--- config.mk ---
export PLATFORM = sky130hd
export DESIGN_NAME = cluster_current_water_fill_unit
export DESIGN_NICKNAME = d
export VERILOG_FILES = /design/src/hdl/cwf_pkg.sv /design/src/hdl/cwf_ram.sv /design/src/hdl/cwf_div.sv /design/src/hdl/cluster_current_water_fill_unit.sv
export SDC_FILE = /design/constraint.sdc
export NUM_CORES = 1
export LEC_CHECK = 0
export ABC_AREA = 1
export CAP_MARGIN = 10
export CORE_AREA = 2 2 219 221
export DETAILED_ROUTE_END_ITERATION = 8
export DIE_AREA = 0 0 221 223
export DONT_BUFFER_PORTS = 1
export PLACE_DENSITY = 0.7
export SLEW_MARGIN = 5
export SYNTH_ARGS = -nofsm -noshare
export SYNTH_HDL_FRONTEND = slang
export SYNTH_HIERARCHICAL = 1
export SYNTH_SLANG_ARGS = --single-unit
--- constraint.sdc ---
create_clock -name clk -period 7 [get_ports clk]
set_clock_uncertainty 0.2 [all_clocks]
set_input_delay 0.35 -clock clk [delete_from_list [all_inputs] [get_ports clk]]
set_output_delay 0.35 -clock clk [all_outputs]
set_load 0.02 [all_outputs]
--- src/hdl/cwf_pkg.sv ---
// Package with types, widths and constants of the current water fill unit.
package cwf_pkg;

    localparam int NODE_COUNT_DEF = 8;
    localparam int SCALE          = 10;

    localparam int CUR_W      = 12;
    localparam int SIG_W      = 16;
    localparam int POOL_W     = 14;
    localparam int NODE_NUM_W = 3;
    localparam int LIMIT_W    = 10;
    localparam int MIN_W      = 7;
    localparam int CFG_W      = 10;
    localparam int CFG_IDX_W  = 2;

    localparam logic signed [SIG_W-1:0] SOLAR_MAINS_THRESHOLD = 16'sd10;

    localparam logic [LIMIT_W-1:0] LIMIT_RESET = 10'd16;
    localparam logic [MIN_W-1:0]   MIN_RESET   = 7'd6;

    localparam logic OP_STATUS    = 1'b0;
    localparam logic OP_REBALANCE = 1'b1;

    typedef enum logic [CFG_IDX_W-1:0] {
        REG_CIRCUIT_LIMIT = 2'd0,
        REG_MIN_NODE      = 2'd1,
        REG_SOLAR_MODE    = 2'd2
    } cfg_reg_t;

    typedef struct packed {
        logic             active;
        logic [CUR_W-1:0] limit;
    } node_entry_t;

    typedef enum logic [3:0] {
        ST_IDLE,
        ST_SUM_RD,
        ST_SUM_EV,
        ST_CHECK,
        ST_D1_START,
        ST_D1_WAIT,
        ST_P1_RD,
        ST_P1_EV,
        ST_P2_RD,
        ST_P2_EV,
        ST_D2_START,
        ST_D2_WAIT,
        ST_OUT_RD,
        ST_OUT_EM,
        ST_REFUSE
    } state_t;

endpackage

--- src/hdl/cwf_ram.sv ---
// Generic single write port RAM with one registered read port.
module cwf_ram #(
    parameter int WIDTH = 8,
    parameter int DEPTH = 8,
    parameter int AW    = (DEPTH > 1) ? $clog2(DEPTH) : 1
) (
    input  logic             clk,
    input  logic             we,
    input  logic [AW-1:0]    waddr,
    input  logic [WIDTH-1:0] wdata,
    input  logic [AW-1:0]    raddr,
    output logic [WIDTH-1:0] rdata
);

    logic [WIDTH-1:0] mem [DEPTH];

    always_ff @(posedge clk)
    begin
        if (we)
        begin
            mem[waddr] <= wdata;
        end
        rdata <= mem[raddr];
    end

endmodule

--- src/hdl/cwf_div.sv ---
// Iterative restoring divider, one quotient bit per cycle.
module cwf_div #(
    parameter int DW = 14,
    parameter int VW = 4
) (
    input  logic          clk,
    input  logic          rst_n,
    input  logic          start,
    input  logic [DW-1:0] dividend,
    input  logic [VW-1:0] divisor,
    output logic          done,
    output logic [DW-1:0] quotient
);

    localparam int CNT_W = $clog2(DW + 1);
    localparam logic [CNT_W-1:0] LAST_CNT = CNT_W'(DW - 1);

    logic             run_reg, run_next;
    logic             done_reg, done_next;
    logic [CNT_W-1:0] cnt_reg, cnt_next;
    logic [DW-1:0]    quo_reg, quo_next;
    logic [VW-1:0]    rem_reg, rem_next;
    logic [VW-1:0]    dvs_reg, dvs_next;
    logic [VW:0]      shifted;
    logic [VW+1:0]    diff;

    assign shifted = {rem_reg, quo_reg[DW-1]};
    assign diff    = {1'b0, shifted} - {2'b00, dvs_reg};

    always_comb
    begin
        run_next  = run_reg;
        cnt_next  = cnt_reg;
        quo_next  = quo_reg;
        rem_next  = rem_reg;
        dvs_next  = dvs_reg;
        done_next = 1'b0;
        if (start)
        begin
            run_next = 1'b1;
            cnt_next = '0;
            quo_next = dividend;
            rem_next = '0;
            dvs_next = divisor;
        end
        else if (run_reg)
        begin
            if (diff[VW+1])
            begin
                rem_next = shifted[VW-1:0];
                quo_next = {quo_reg[DW-2:0], 1'b0};
            end
            else
            begin
                rem_next = diff[VW-1:0];
                quo_next = {quo_reg[DW-2:0], 1'b1};
            end
            if (cnt_reg == LAST_CNT)
            begin
                run_next  = 1'b0;
                done_next = 1'b1;
            end
            else
            begin
                cnt_next = cnt_reg + 1'b1;
            end
        end
    end

    always_ff @(posedge clk or negedge rst_n)
    begin
        if (!rst_n)
        begin
            run_reg  <= 1'b0;
            done_reg <= 1'b0;
            cnt_reg  <= '0;
        end
        else
        begin
            run_reg  <= run_next;
            done_reg <= done_next;
            cnt_reg  <= cnt_next;
        end
    end

    always_ff @(posedge clk)
    begin
        quo_reg <= quo_next;
        rem_reg <= rem_next;
        dvs_reg <= dvs_next;
    end

    assign done     = done_reg;
    assign quotient = quo_reg;

endmodule

--- src/hdl/cluster_current_water_fill_unit.sv ---
// Top level of the cluster current water fill unit.
//
// A command beat is taken at a rising edge with start high and busy low.
// A status write (operation 0) stores one node's charging flag and maximum
// current in the node table in that same cycle; busy stays low and no result
// follows. A rebalance (operation 1) raises busy until its last result.
// Results appear one beat per strobe on result_valid; last marks the final
// beat. A refused rebalance gives a single beat with not_enough_power set.
// Otherwise NODE_COUNT beats follow in node order. A rebalance sweeps the
// node table, checks whether the power suffices, then divides the remaining
// current once before each pass of the capping scan and once per node that
// takes a fair share, scans the nodes in both passes, and last reads out
// the current table for the result beats.
// Configuration registers are written through cfg_write at any idle cycle.
// Reset clears both tables to zero through valid bits, restores register
// defaults and leaves the block idle at once. The receiver cannot stall;
// every result beat is taken in the cycle it is shown.
module cluster_current_water_fill_unit #(
    parameter int NODE_COUNT = cwf_pkg::NODE_COUNT_DEF
) (
    input  logic                                  clk,
    input  logic                                  rst_n,
    input  logic                                  start,
    output logic                                  busy,
    input  logic                                  operation,
    input  logic [cwf_pkg::NODE_NUM_W-1:0]        node_index,
    input  logic                                  node_active,
    input  logic [cwf_pkg::CUR_W-1:0]             node_max_current,
    input  logic signed [cwf_pkg::SIG_W-1:0]      requested_current,
    input  logic signed [cwf_pkg::SIG_W-1:0]      phase_current,
    input  logic signed [cwf_pkg::SIG_W-1:0]      total_mains_current,
    input  logic signed [cwf_pkg::SIG_W-1:0]      available_current,
    input  logic                                  cfg_write,
    input  logic [cwf_pkg::CFG_IDX_W-1:0]         cfg_index,
    input  logic [cwf_pkg::CFG_W-1:0]             cfg_data,
    output logic                                  result_valid,
    output logic [cwf_pkg::NODE_NUM_W-1:0]        node_number,
    output logic [cwf_pkg::CUR_W-1:0]             charge_current,
    output logic                                  not_enough_power,
    output logic                                  last
);

    import cwf_pkg::*;

    localparam int IW     = (NODE_COUNT > 1) ? $clog2(NODE_COUNT) : 1;
    localparam int CW     = $clog2(NODE_COUNT + 1);
    localparam int SW     = CUR_W + CW;
    localparam int NEED_W = CW + MIN_W + 4;
    localparam int CMPN_W = (NEED_W > SIG_W - 1) ? NEED_W : SIG_W - 1;
    localparam int CMPP_W = (SW > SIG_W - 1) ? SW : SIG_W - 1;
    localparam int ENT_W  = CUR_W + 1;
    localparam logic [IW-1:0] LAST_NODE = IW'(NODE_COUNT - 1);

    logic [LIMIT_W-1:0] limit_reg;
    logic [MIN_W-1:0]   min_reg;
    logic               solar_reg;

    state_t                  state_reg, state_next;
    logic [IW-1:0]           node_reg, node_next;
    logic [CW-1:0]           count_reg, count_next;
    logic [SW-1:0]           sum_reg, sum_next;
    logic [POOL_W-1:0]       pool_reg, pool_next;
    logic [NODE_COUNT-1:0]   done_reg, done_next;
    logic signed [SIG_W-1:0] total_reg;
    logic                    solar_hit_reg;
    logic [NODE_COUNT-1:0]   a_valid_reg;
    logic [NODE_COUNT-1:0]   b_valid_reg;

    logic signed [SIG_W-1:0] cap_total;
    logic                    accept;
    logic                    a_we;
    logic [ENT_W-1:0]        a_rdata;
    node_entry_t             a_wentry;
    node_entry_t             a_ent;
    logic                    b_we;
    logic [CUR_W-1:0]        b_wdata;
    logic [CUR_W-1:0]        b_rdata;
    logic                    div_start;
    logic                    div_done;
    logic [POOL_W-1:0]       div_quot;
    logic [NEED_W-1:0]       need;
    logic                    refuse;
    logic                    eligible;

    assign busy   = (state_reg != ST_IDLE);
    assign accept = start && !busy;
    assign a_we   = accept && (operation == OP_STATUS) && (int'(node_index) < NODE_COUNT);

    assign a_wentry.active = node_active;
    assign a_wentry.limit  = node_max_current;

    assign cap_total = signed'(SIG_W'(limit_reg) * SIG_W'(SCALE));

    always_ff @(posedge clk or negedge rst_n)
    begin
        if (!rst_n)
        begin
            limit_reg <= LIMIT_RESET;
            min_reg   <= MIN_RESET;
            solar_reg <= 1'b0;
        end
        else if (cfg_write)
        begin
            case (cfg_index)
                REG_CIRCUIT_LIMIT: limit_reg <= cfg_data[LIMIT_W-1:0];
                REG_MIN_NODE:      min_reg   <= cfg_data[MIN_W-1:0];
                REG_SOLAR_MODE:    solar_reg <= cfg_data[0];
                default:           ;
            endcase
        end
    end

    cwf_ram #(
        .WIDTH (ENT_W),
        .DEPTH (NODE_COUNT),
        .AW    (IW)
    ) u_node_table (
        .clk   (clk),
        .we    (a_we),
        .waddr (IW'(node_index)),
        .wdata (a_wentry),
        .raddr (node_reg),
        .rdata (a_rdata)
    );

    cwf_ram #(
        .WIDTH (CUR_W),
        .DEPTH (NODE_COUNT),
        .AW    (IW)
    ) u_current_table (
        .clk   (clk),
        .we    (b_we),
        .waddr (node_reg),
        .wdata (b_wdata),
        .raddr (node_reg),
        .rdata (b_rdata)
    );

    cwf_div #(
        .DW (POOL_W),
        .VW (CW)
    ) u_div (
        .clk      (clk),
        .rst_n    (rst_n),
        .start    (div_start),
        .dividend (pool_reg),
        .divisor  (count_reg),
        .done     (div_done),
        .quotient (div_quot)
    );

    assign a_ent    = a_valid_reg[node_reg] ? node_entry_t'(a_rdata) : '0;
    assign eligible = a_ent.active && !done_reg[node_reg];
    assign need     = NEED_W'(count_reg) * NEED_W'(min_reg) * NEED_W'(SCALE);
    assign refuse   = solar_hit_reg || total_reg[SIG_W-1] ||
                      (CMPN_W'(total_reg[SIG_W-2:0]) < CMPN_W'(need));

    always_comb
    begin
        state_next = state_reg;
        node_next  = node_reg;
        count_next = count_reg;
        sum_next   = sum_reg;
        pool_next  = pool_reg;
        done_next  = done_reg;
        b_we       = 1'b0;
        b_wdata    = a_ent.limit;
        div_start  = 1'b0;
        case (state_reg)
            ST_IDLE:
            begin
                if (start && (operation == OP_REBALANCE))
                begin
                    node_next  = '0;
                    count_next = '0;
                    sum_next   = '0;
                    done_next  = '0;
                    state_next = ST_SUM_RD;
                end
            end
            ST_SUM_RD:
            begin
                state_next = ST_SUM_EV;
            end
            ST_SUM_EV:
            begin
                if (a_ent.active)
                begin
                    count_next = count_reg + 1'b1;
                    sum_next   = sum_reg + SW'(a_ent.limit);
                end
                if (node_reg == LAST_NODE)
                begin
                    state_next = ST_CHECK;
                end
                else
                begin
                    node_next  = node_reg + 1'b1;
                    state_next = ST_SUM_RD;
                end
            end
            ST_CHECK:
            begin
                node_next = '0;
                if (refuse)
                begin
                    state_next = ST_REFUSE;
                end
                else
                begin
                    pool_next = (CMPP_W'(total_reg[SIG_W-2:0]) < CMPP_W'(sum_reg)) ?
                                POOL_W'(total_reg[SIG_W-2:0]) : POOL_W'(sum_reg);
                    state_next = (count_reg == '0) ? ST_OUT_RD : ST_D1_START;
                end
            end
            ST_D1_START:
            begin
                div_start  = 1'b1;
                state_next = ST_D1_WAIT;
            end
            ST_D1_WAIT:
            begin
                if (div_done)
                begin
                    node_next  = '0;
                    state_next = ST_P1_RD;
                end
            end
            ST_P1_RD:
            begin
                state_next = ST_P1_EV;
            end
            ST_P1_EV:
            begin
                if (eligible && (div_quot >= POOL_W'(a_ent.limit)))
                begin
                    b_we                = 1'b1;
                    b_wdata             = a_ent.limit;
                    done_next[node_reg] = 1'b1;
                    count_next          = count_reg - 1'b1;
                    pool_next           = pool_reg - POOL_W'(a_ent.limit);
                    node_next           = '0;
                    state_next          = (count_reg == CW'(1)) ? ST_OUT_RD : ST_D1_START;
                end
                else if (node_reg == LAST_NODE)
                begin
                    node_next  = '0;
                    state_next = ST_P2_RD;
                end
                else
                begin
                    node_next  = node_reg + 1'b1;
                    state_next = ST_P1_RD;
                end
            end
            ST_P2_RD:
            begin
                state_next = ST_P2_EV;
            end
            ST_P2_EV:
            begin
                if (eligible)
                begin
                    state_next = ST_D2_START;
                end
                else if (node_reg == LAST_NODE)
                begin
                    node_next  = '0;
                    state_next = ST_OUT_RD;
                end
                else
                begin
                    node_next  = node_reg + 1'b1;
                    state_next = ST_P2_RD;
                end
            end
            ST_D2_START:
            begin
                div_start  = 1'b1;
                state_next = ST_D2_WAIT;
            end
            ST_D2_WAIT:
            begin
                if (div_done)
                begin
                    b_we                = 1'b1;
                    b_wdata             = div_quot[CUR_W-1:0];
                    done_next[node_reg] = 1'b1;
                    count_next          = count_reg - 1'b1;
                    pool_next           = pool_reg - div_quot;
                    if ((count_reg == CW'(1)) || (node_reg == LAST_NODE))
                    begin
                        node_next  = '0;
                        state_next = ST_OUT_RD;
                    end
                    else
                    begin
                        node_next  = node_reg + 1'b1;
                        state_next = ST_P2_RD;
                    end
                end
            end
            ST_OUT_RD:
            begin
                state_next = ST_OUT_EM;
            end
            ST_OUT_EM:
            begin
                if (node_reg == LAST_NODE)
                begin
                    state_next = ST_IDLE;
                end
                else
                begin
                    node_next  = node_reg + 1'b1;
                    state_next = ST_OUT_RD;
                end
            end
            ST_REFUSE:
            begin
                state_next = ST_IDLE;
            end
            default:
            begin
                state_next = ST_IDLE;
            end
        endcase
    end

    always_ff @(posedge clk or negedge rst_n)
    begin
        if (!rst_n)
        begin
            state_reg   <= ST_IDLE;
            node_reg    <= '0;
            count_reg   <= '0;
            done_reg    <= '0;
            a_valid_reg <= '0;
            b_valid_reg <= '0;
        end
        else
        begin
            state_reg <= state_next;
            node_reg  <= node_next;
            count_reg <= count_next;
            done_reg  <= done_next;
            if (a_we)
            begin
                a_valid_reg[IW'(node_index)] <= 1'b1;
            end
            if (b_we)
            begin
                b_valid_reg[node_reg] <= 1'b1;
            end
        end
    end

    always_ff @(posedge clk)
    begin
        sum_reg  <= sum_next;
        pool_reg <= pool_next;
        if (accept)
        begin
            total_reg     <= (requested_current < cap_total) ? requested_current : cap_total;
            solar_hit_reg <= solar_reg && (total_mains_current > SOLAR_MAINS_THRESHOLD) &&
                             (phase_current > available_current);
        end
    end

    assign result_valid     = (state_reg == ST_OUT_EM) || (state_reg == ST_REFUSE);
    assign not_enough_power = (state_reg == ST_REFUSE);
    assign node_number      = (state_reg == ST_OUT_EM) ? NODE_NUM_W'(node_reg) : '0;
    assign charge_current   = ((state_reg == ST_OUT_EM) && b_valid_reg[node_reg]) ?
                              b_rdata : '0;
    assign last             = (state_reg == ST_REFUSE) ||
                              ((state_reg == ST_OUT_EM) && (node_reg == LAST_NODE));

endmodule

==> flow_metrics.py <==
metrics = {
    "layout": {
        "area_growth_pct": 11.6,
        "diodes": 0,
        "largest_reg_flops": 104,
        "final_nets": 2801,
        "reg_top3": "u_node_table/mem: 104 flops, u_current_table/mem: 96 flops",
        "fillers": 4299,
        "top_register": "u_node_table/mem",
        "drive_above_1_share": 0.0653,
    },
    "die": {
        "core_area_mm2": 0.0471,
        "die_y_um": 223,
        "dieArea_mm2": 0.0493,
        "die_w_um": 221,
        "io_pins": 116,
        "start_util": 0.443,
        "placementRows": 80,
    },
    "placed_design": {
        "io_buffers": 0,
        "dp_hpwl_um": 34200,
        "gp_congestion": 0.906,
    },
    "cts": {
        "cts_tree": "built",
        "clock_latency_ps": 570,
        "cts_buffers": 39,
        "cts_buffer_depth": 3,
        "path_clk_slew_ps": 50,
        "clockRootBuffer": "clkbuf_16",
        "htreeDepth": 2,
        "clock-sinks": 353,
    },
    "sta": {
        "tightest_slew_ps": 864,
        "rsz0062_at_grt": "false",
        "max_slew_margin": 0.424,
        "setup_viol": 0,
        "hold_viol_final": 0,
        "max_freq_ghz": 0.153,
        "final.setup.tns_ps": 0,
        "slew_violations": 0,
        "period_share": 0.935,
        "period_minus_slack_ps": 6540,
    },
    "detailed_routing": {
        "avgViaCountPerCell": 5.12,
        "drt_iter0_markers": 1223,
        "wl_met3_um": 3260,
        "post_drt_wl_per_cell_um": 15.7,
        "drtAntennaViolNets": 0,
        "dr_total_vias": 16300,
        "drt-pass1-iter-count": 5,
        "routed_wl_um": 50000,
        "m1WireLength_um": 21200,
        "top_layer": "met4",
        "met2WireLength_um": 24300,
        "drc_errors": 0,
    },
    "setup_path": {
        "crit_type": "flip-flop to flip-flop",
        "critPathRequiredTime_ps": 7070,
        "path_max_fanout": 14,
        "cpPeakStageDelay_ps": 570,
        "startpoint": "min_reg[1]",
        "start_kind": "flip-flop",
        "crit_arrival_ps": 6610,
        "crit_slowest_cell": "dfstp_2",
        "critPathCaptureType": "flip-flop",
        "reg2reg_depth": 31,
        "path_common_cell": "nand2_1",
        "timing.rr.start": "min_reg[1]",
    },
    "global_route": {
        "grt_max_degree": 72,
        "grt_pass1_vias": 16200,
        "track_usage": 0.203,
        "antenna_found_initial": 1,
        "overflow": 0,
        "grt_first_pass_wirelength_um": 80800,
    },
    "worst_hold_path": {
        "worstHoldPathType": "primary input to flip-flop",
        "hold_start": "cfg_write",
        "hold_path_depth": 3,
    },
    "logic_synthesis": {
        "syn_area_mm2": 0.0209,
        "async_flop_share": 0.167,
        "synth_area_leaders": "edfxtp_1 (38%), nand2_1 (14%), ha_1 (8.9%)",
        "syn_inst": 2485,
        "yosysMostFrequentCell": "nand2_1",
        "syn_area_per_cell_um2": 8.41,
        "ys_warn_count": 6,
        "yosysTopAreaCell": "edfxtp_1",
        "ys_types": 58,
        "syn_nets": 2746,
        "synth-seq-cells": 353,
        "yosys.area.top_type_share": 0.381,
        "ys_seq_area_frac": 0.480,
        "ys.flop_type": "edfxtp_1",
        "synth_edf_count": 265,
        "yosys-top-cells-count": "nand2_1 (753), inv_1 (426), edfxtp_1 (265)",
    },
    "power_and_ir_drop": {
        "power_mw": 8.58,
        "p_leak_nw": 11.4,
        "pwr_density_cell_mw_per_mm2": 368,
        "ir_worst_vdd_v": 0.000219,
    },
    "run": {
        "drv_cap": 0,
    },
    "status": {
        "status": "finished, final reports clean",
    },
}
==> timing repair <==
item                       CTS  global route
hold endpoints to repair   206             0
hold buffers                51             0
buffers inserted             0             2
setup endpoints to repair    0            14
gates resized for setup      0             4
==> kinds of logic after synthesis <==
logic type / Yosys count / share of synthesized area
buffers and inverters: 544 / 0.106
flip-flops: 353 / 0.480
AO/OA/AOI/OAI: 288 / 0.0783
XOR/XNOR: 30 / 0.0126
adder cells (fa/ha/maj): 164 / 0.104
AND/OR/NAND/NOR: 1104 / 0.218
multiplexers: 2 / 0.00108
==> power by group <==
| group | internal [mW] | total, mW | switching [mW] |
|---|---|---|---|
| Clock | 1.17 | 2.03 | 0.864 |
| Sequential | 2.73 | 3.02 | 0.288 |
| Combinational | 1.18 | 3.53 | 2.34 |
==> path summary, 6_finish.rpt <==
check                                 end  slack (ps)
setup / recovery              pool_reg[2]         460
hold / removal                 min_reg[2]          40
setup reg to reg              pool_reg[2]         460
hold reg to reg            b_valid_reg[7]         250
max in group asynchronous      min_reg[1]        6080
min in group asynchronous     done_reg[1]         200
==> layout by cell type (no fill, tap or decap), types with 9 or more instances in the layout <==
cell and count:
clkinv_2 9, clkinv_1 23, clkbuf_16 39, ha_1 149
nand2_1 753, dlygate4sd3_1 50, a21oi_1 99, fa_1 15
dfrtp_1 53, nor2_1 105, xor2_1 18, o21ai_0 104
nor3_1 19, edfxtp_1 265, nand3_1 177, o21ai_1 19
inv_1 426, nand4_1 16, a21o_1 12, dfxtp_1 29
inv_2 25, buf_4 30, xnor2_1 11, o21ai_2 10
==> worst max-delay path, delay by kind of cell (launching register included) <==
family / cells / cell delay [ps]
flops: 1 / 570
compound gates: 6 / 840
simple gates: 12 / 1420
fa+ha+maj: 6 / 2470
buf+inv: 6 / 540
xor+xnor: 1 / 210
==> metal layers <==
layer,up-vias,global-route usage
li1,8094,-
met1,7650,0.258
met2,496,0.351
met3,71,0.0324
met4,0,0.0678
met5,-,0
==> area by class of cell <==
| cell class | instances | area (µm²) | area share |
|---|---|---|---|
| inverter | 476 | 1800 | 0.0774 |
| clock inverter | 20 | 203 | 0.00870 |
| tap | 615 | 769 | 0.0330 |
| multi-input combinational | 1588 | 8670 | 0.372 |
| sequential | 353 | 10000 | 0.430 |
| timing repair buffer | 82 | 764 | 0.0328 |
| clock buffer | 52 | 1070 | 0.0461 |
==> stage by stage <==
step	cells	utilization	area (µm²)	worst slack, ps	hold WS, ps
2_1_floorplan	2485	-	20900	329	-146
3_3_place_gp	3061	0.455	21500	310	-144
3_5_place_dp	3061	0.455	21500	300	-144
4_1_cts	3184	0.494	23300	249	18.7
5_1_grt	3186	0.494	23300	1.03	88.7
6_report	3186	0.494	23300	456	41.7
Note: power is estimated with default switching activity, not from simulation.
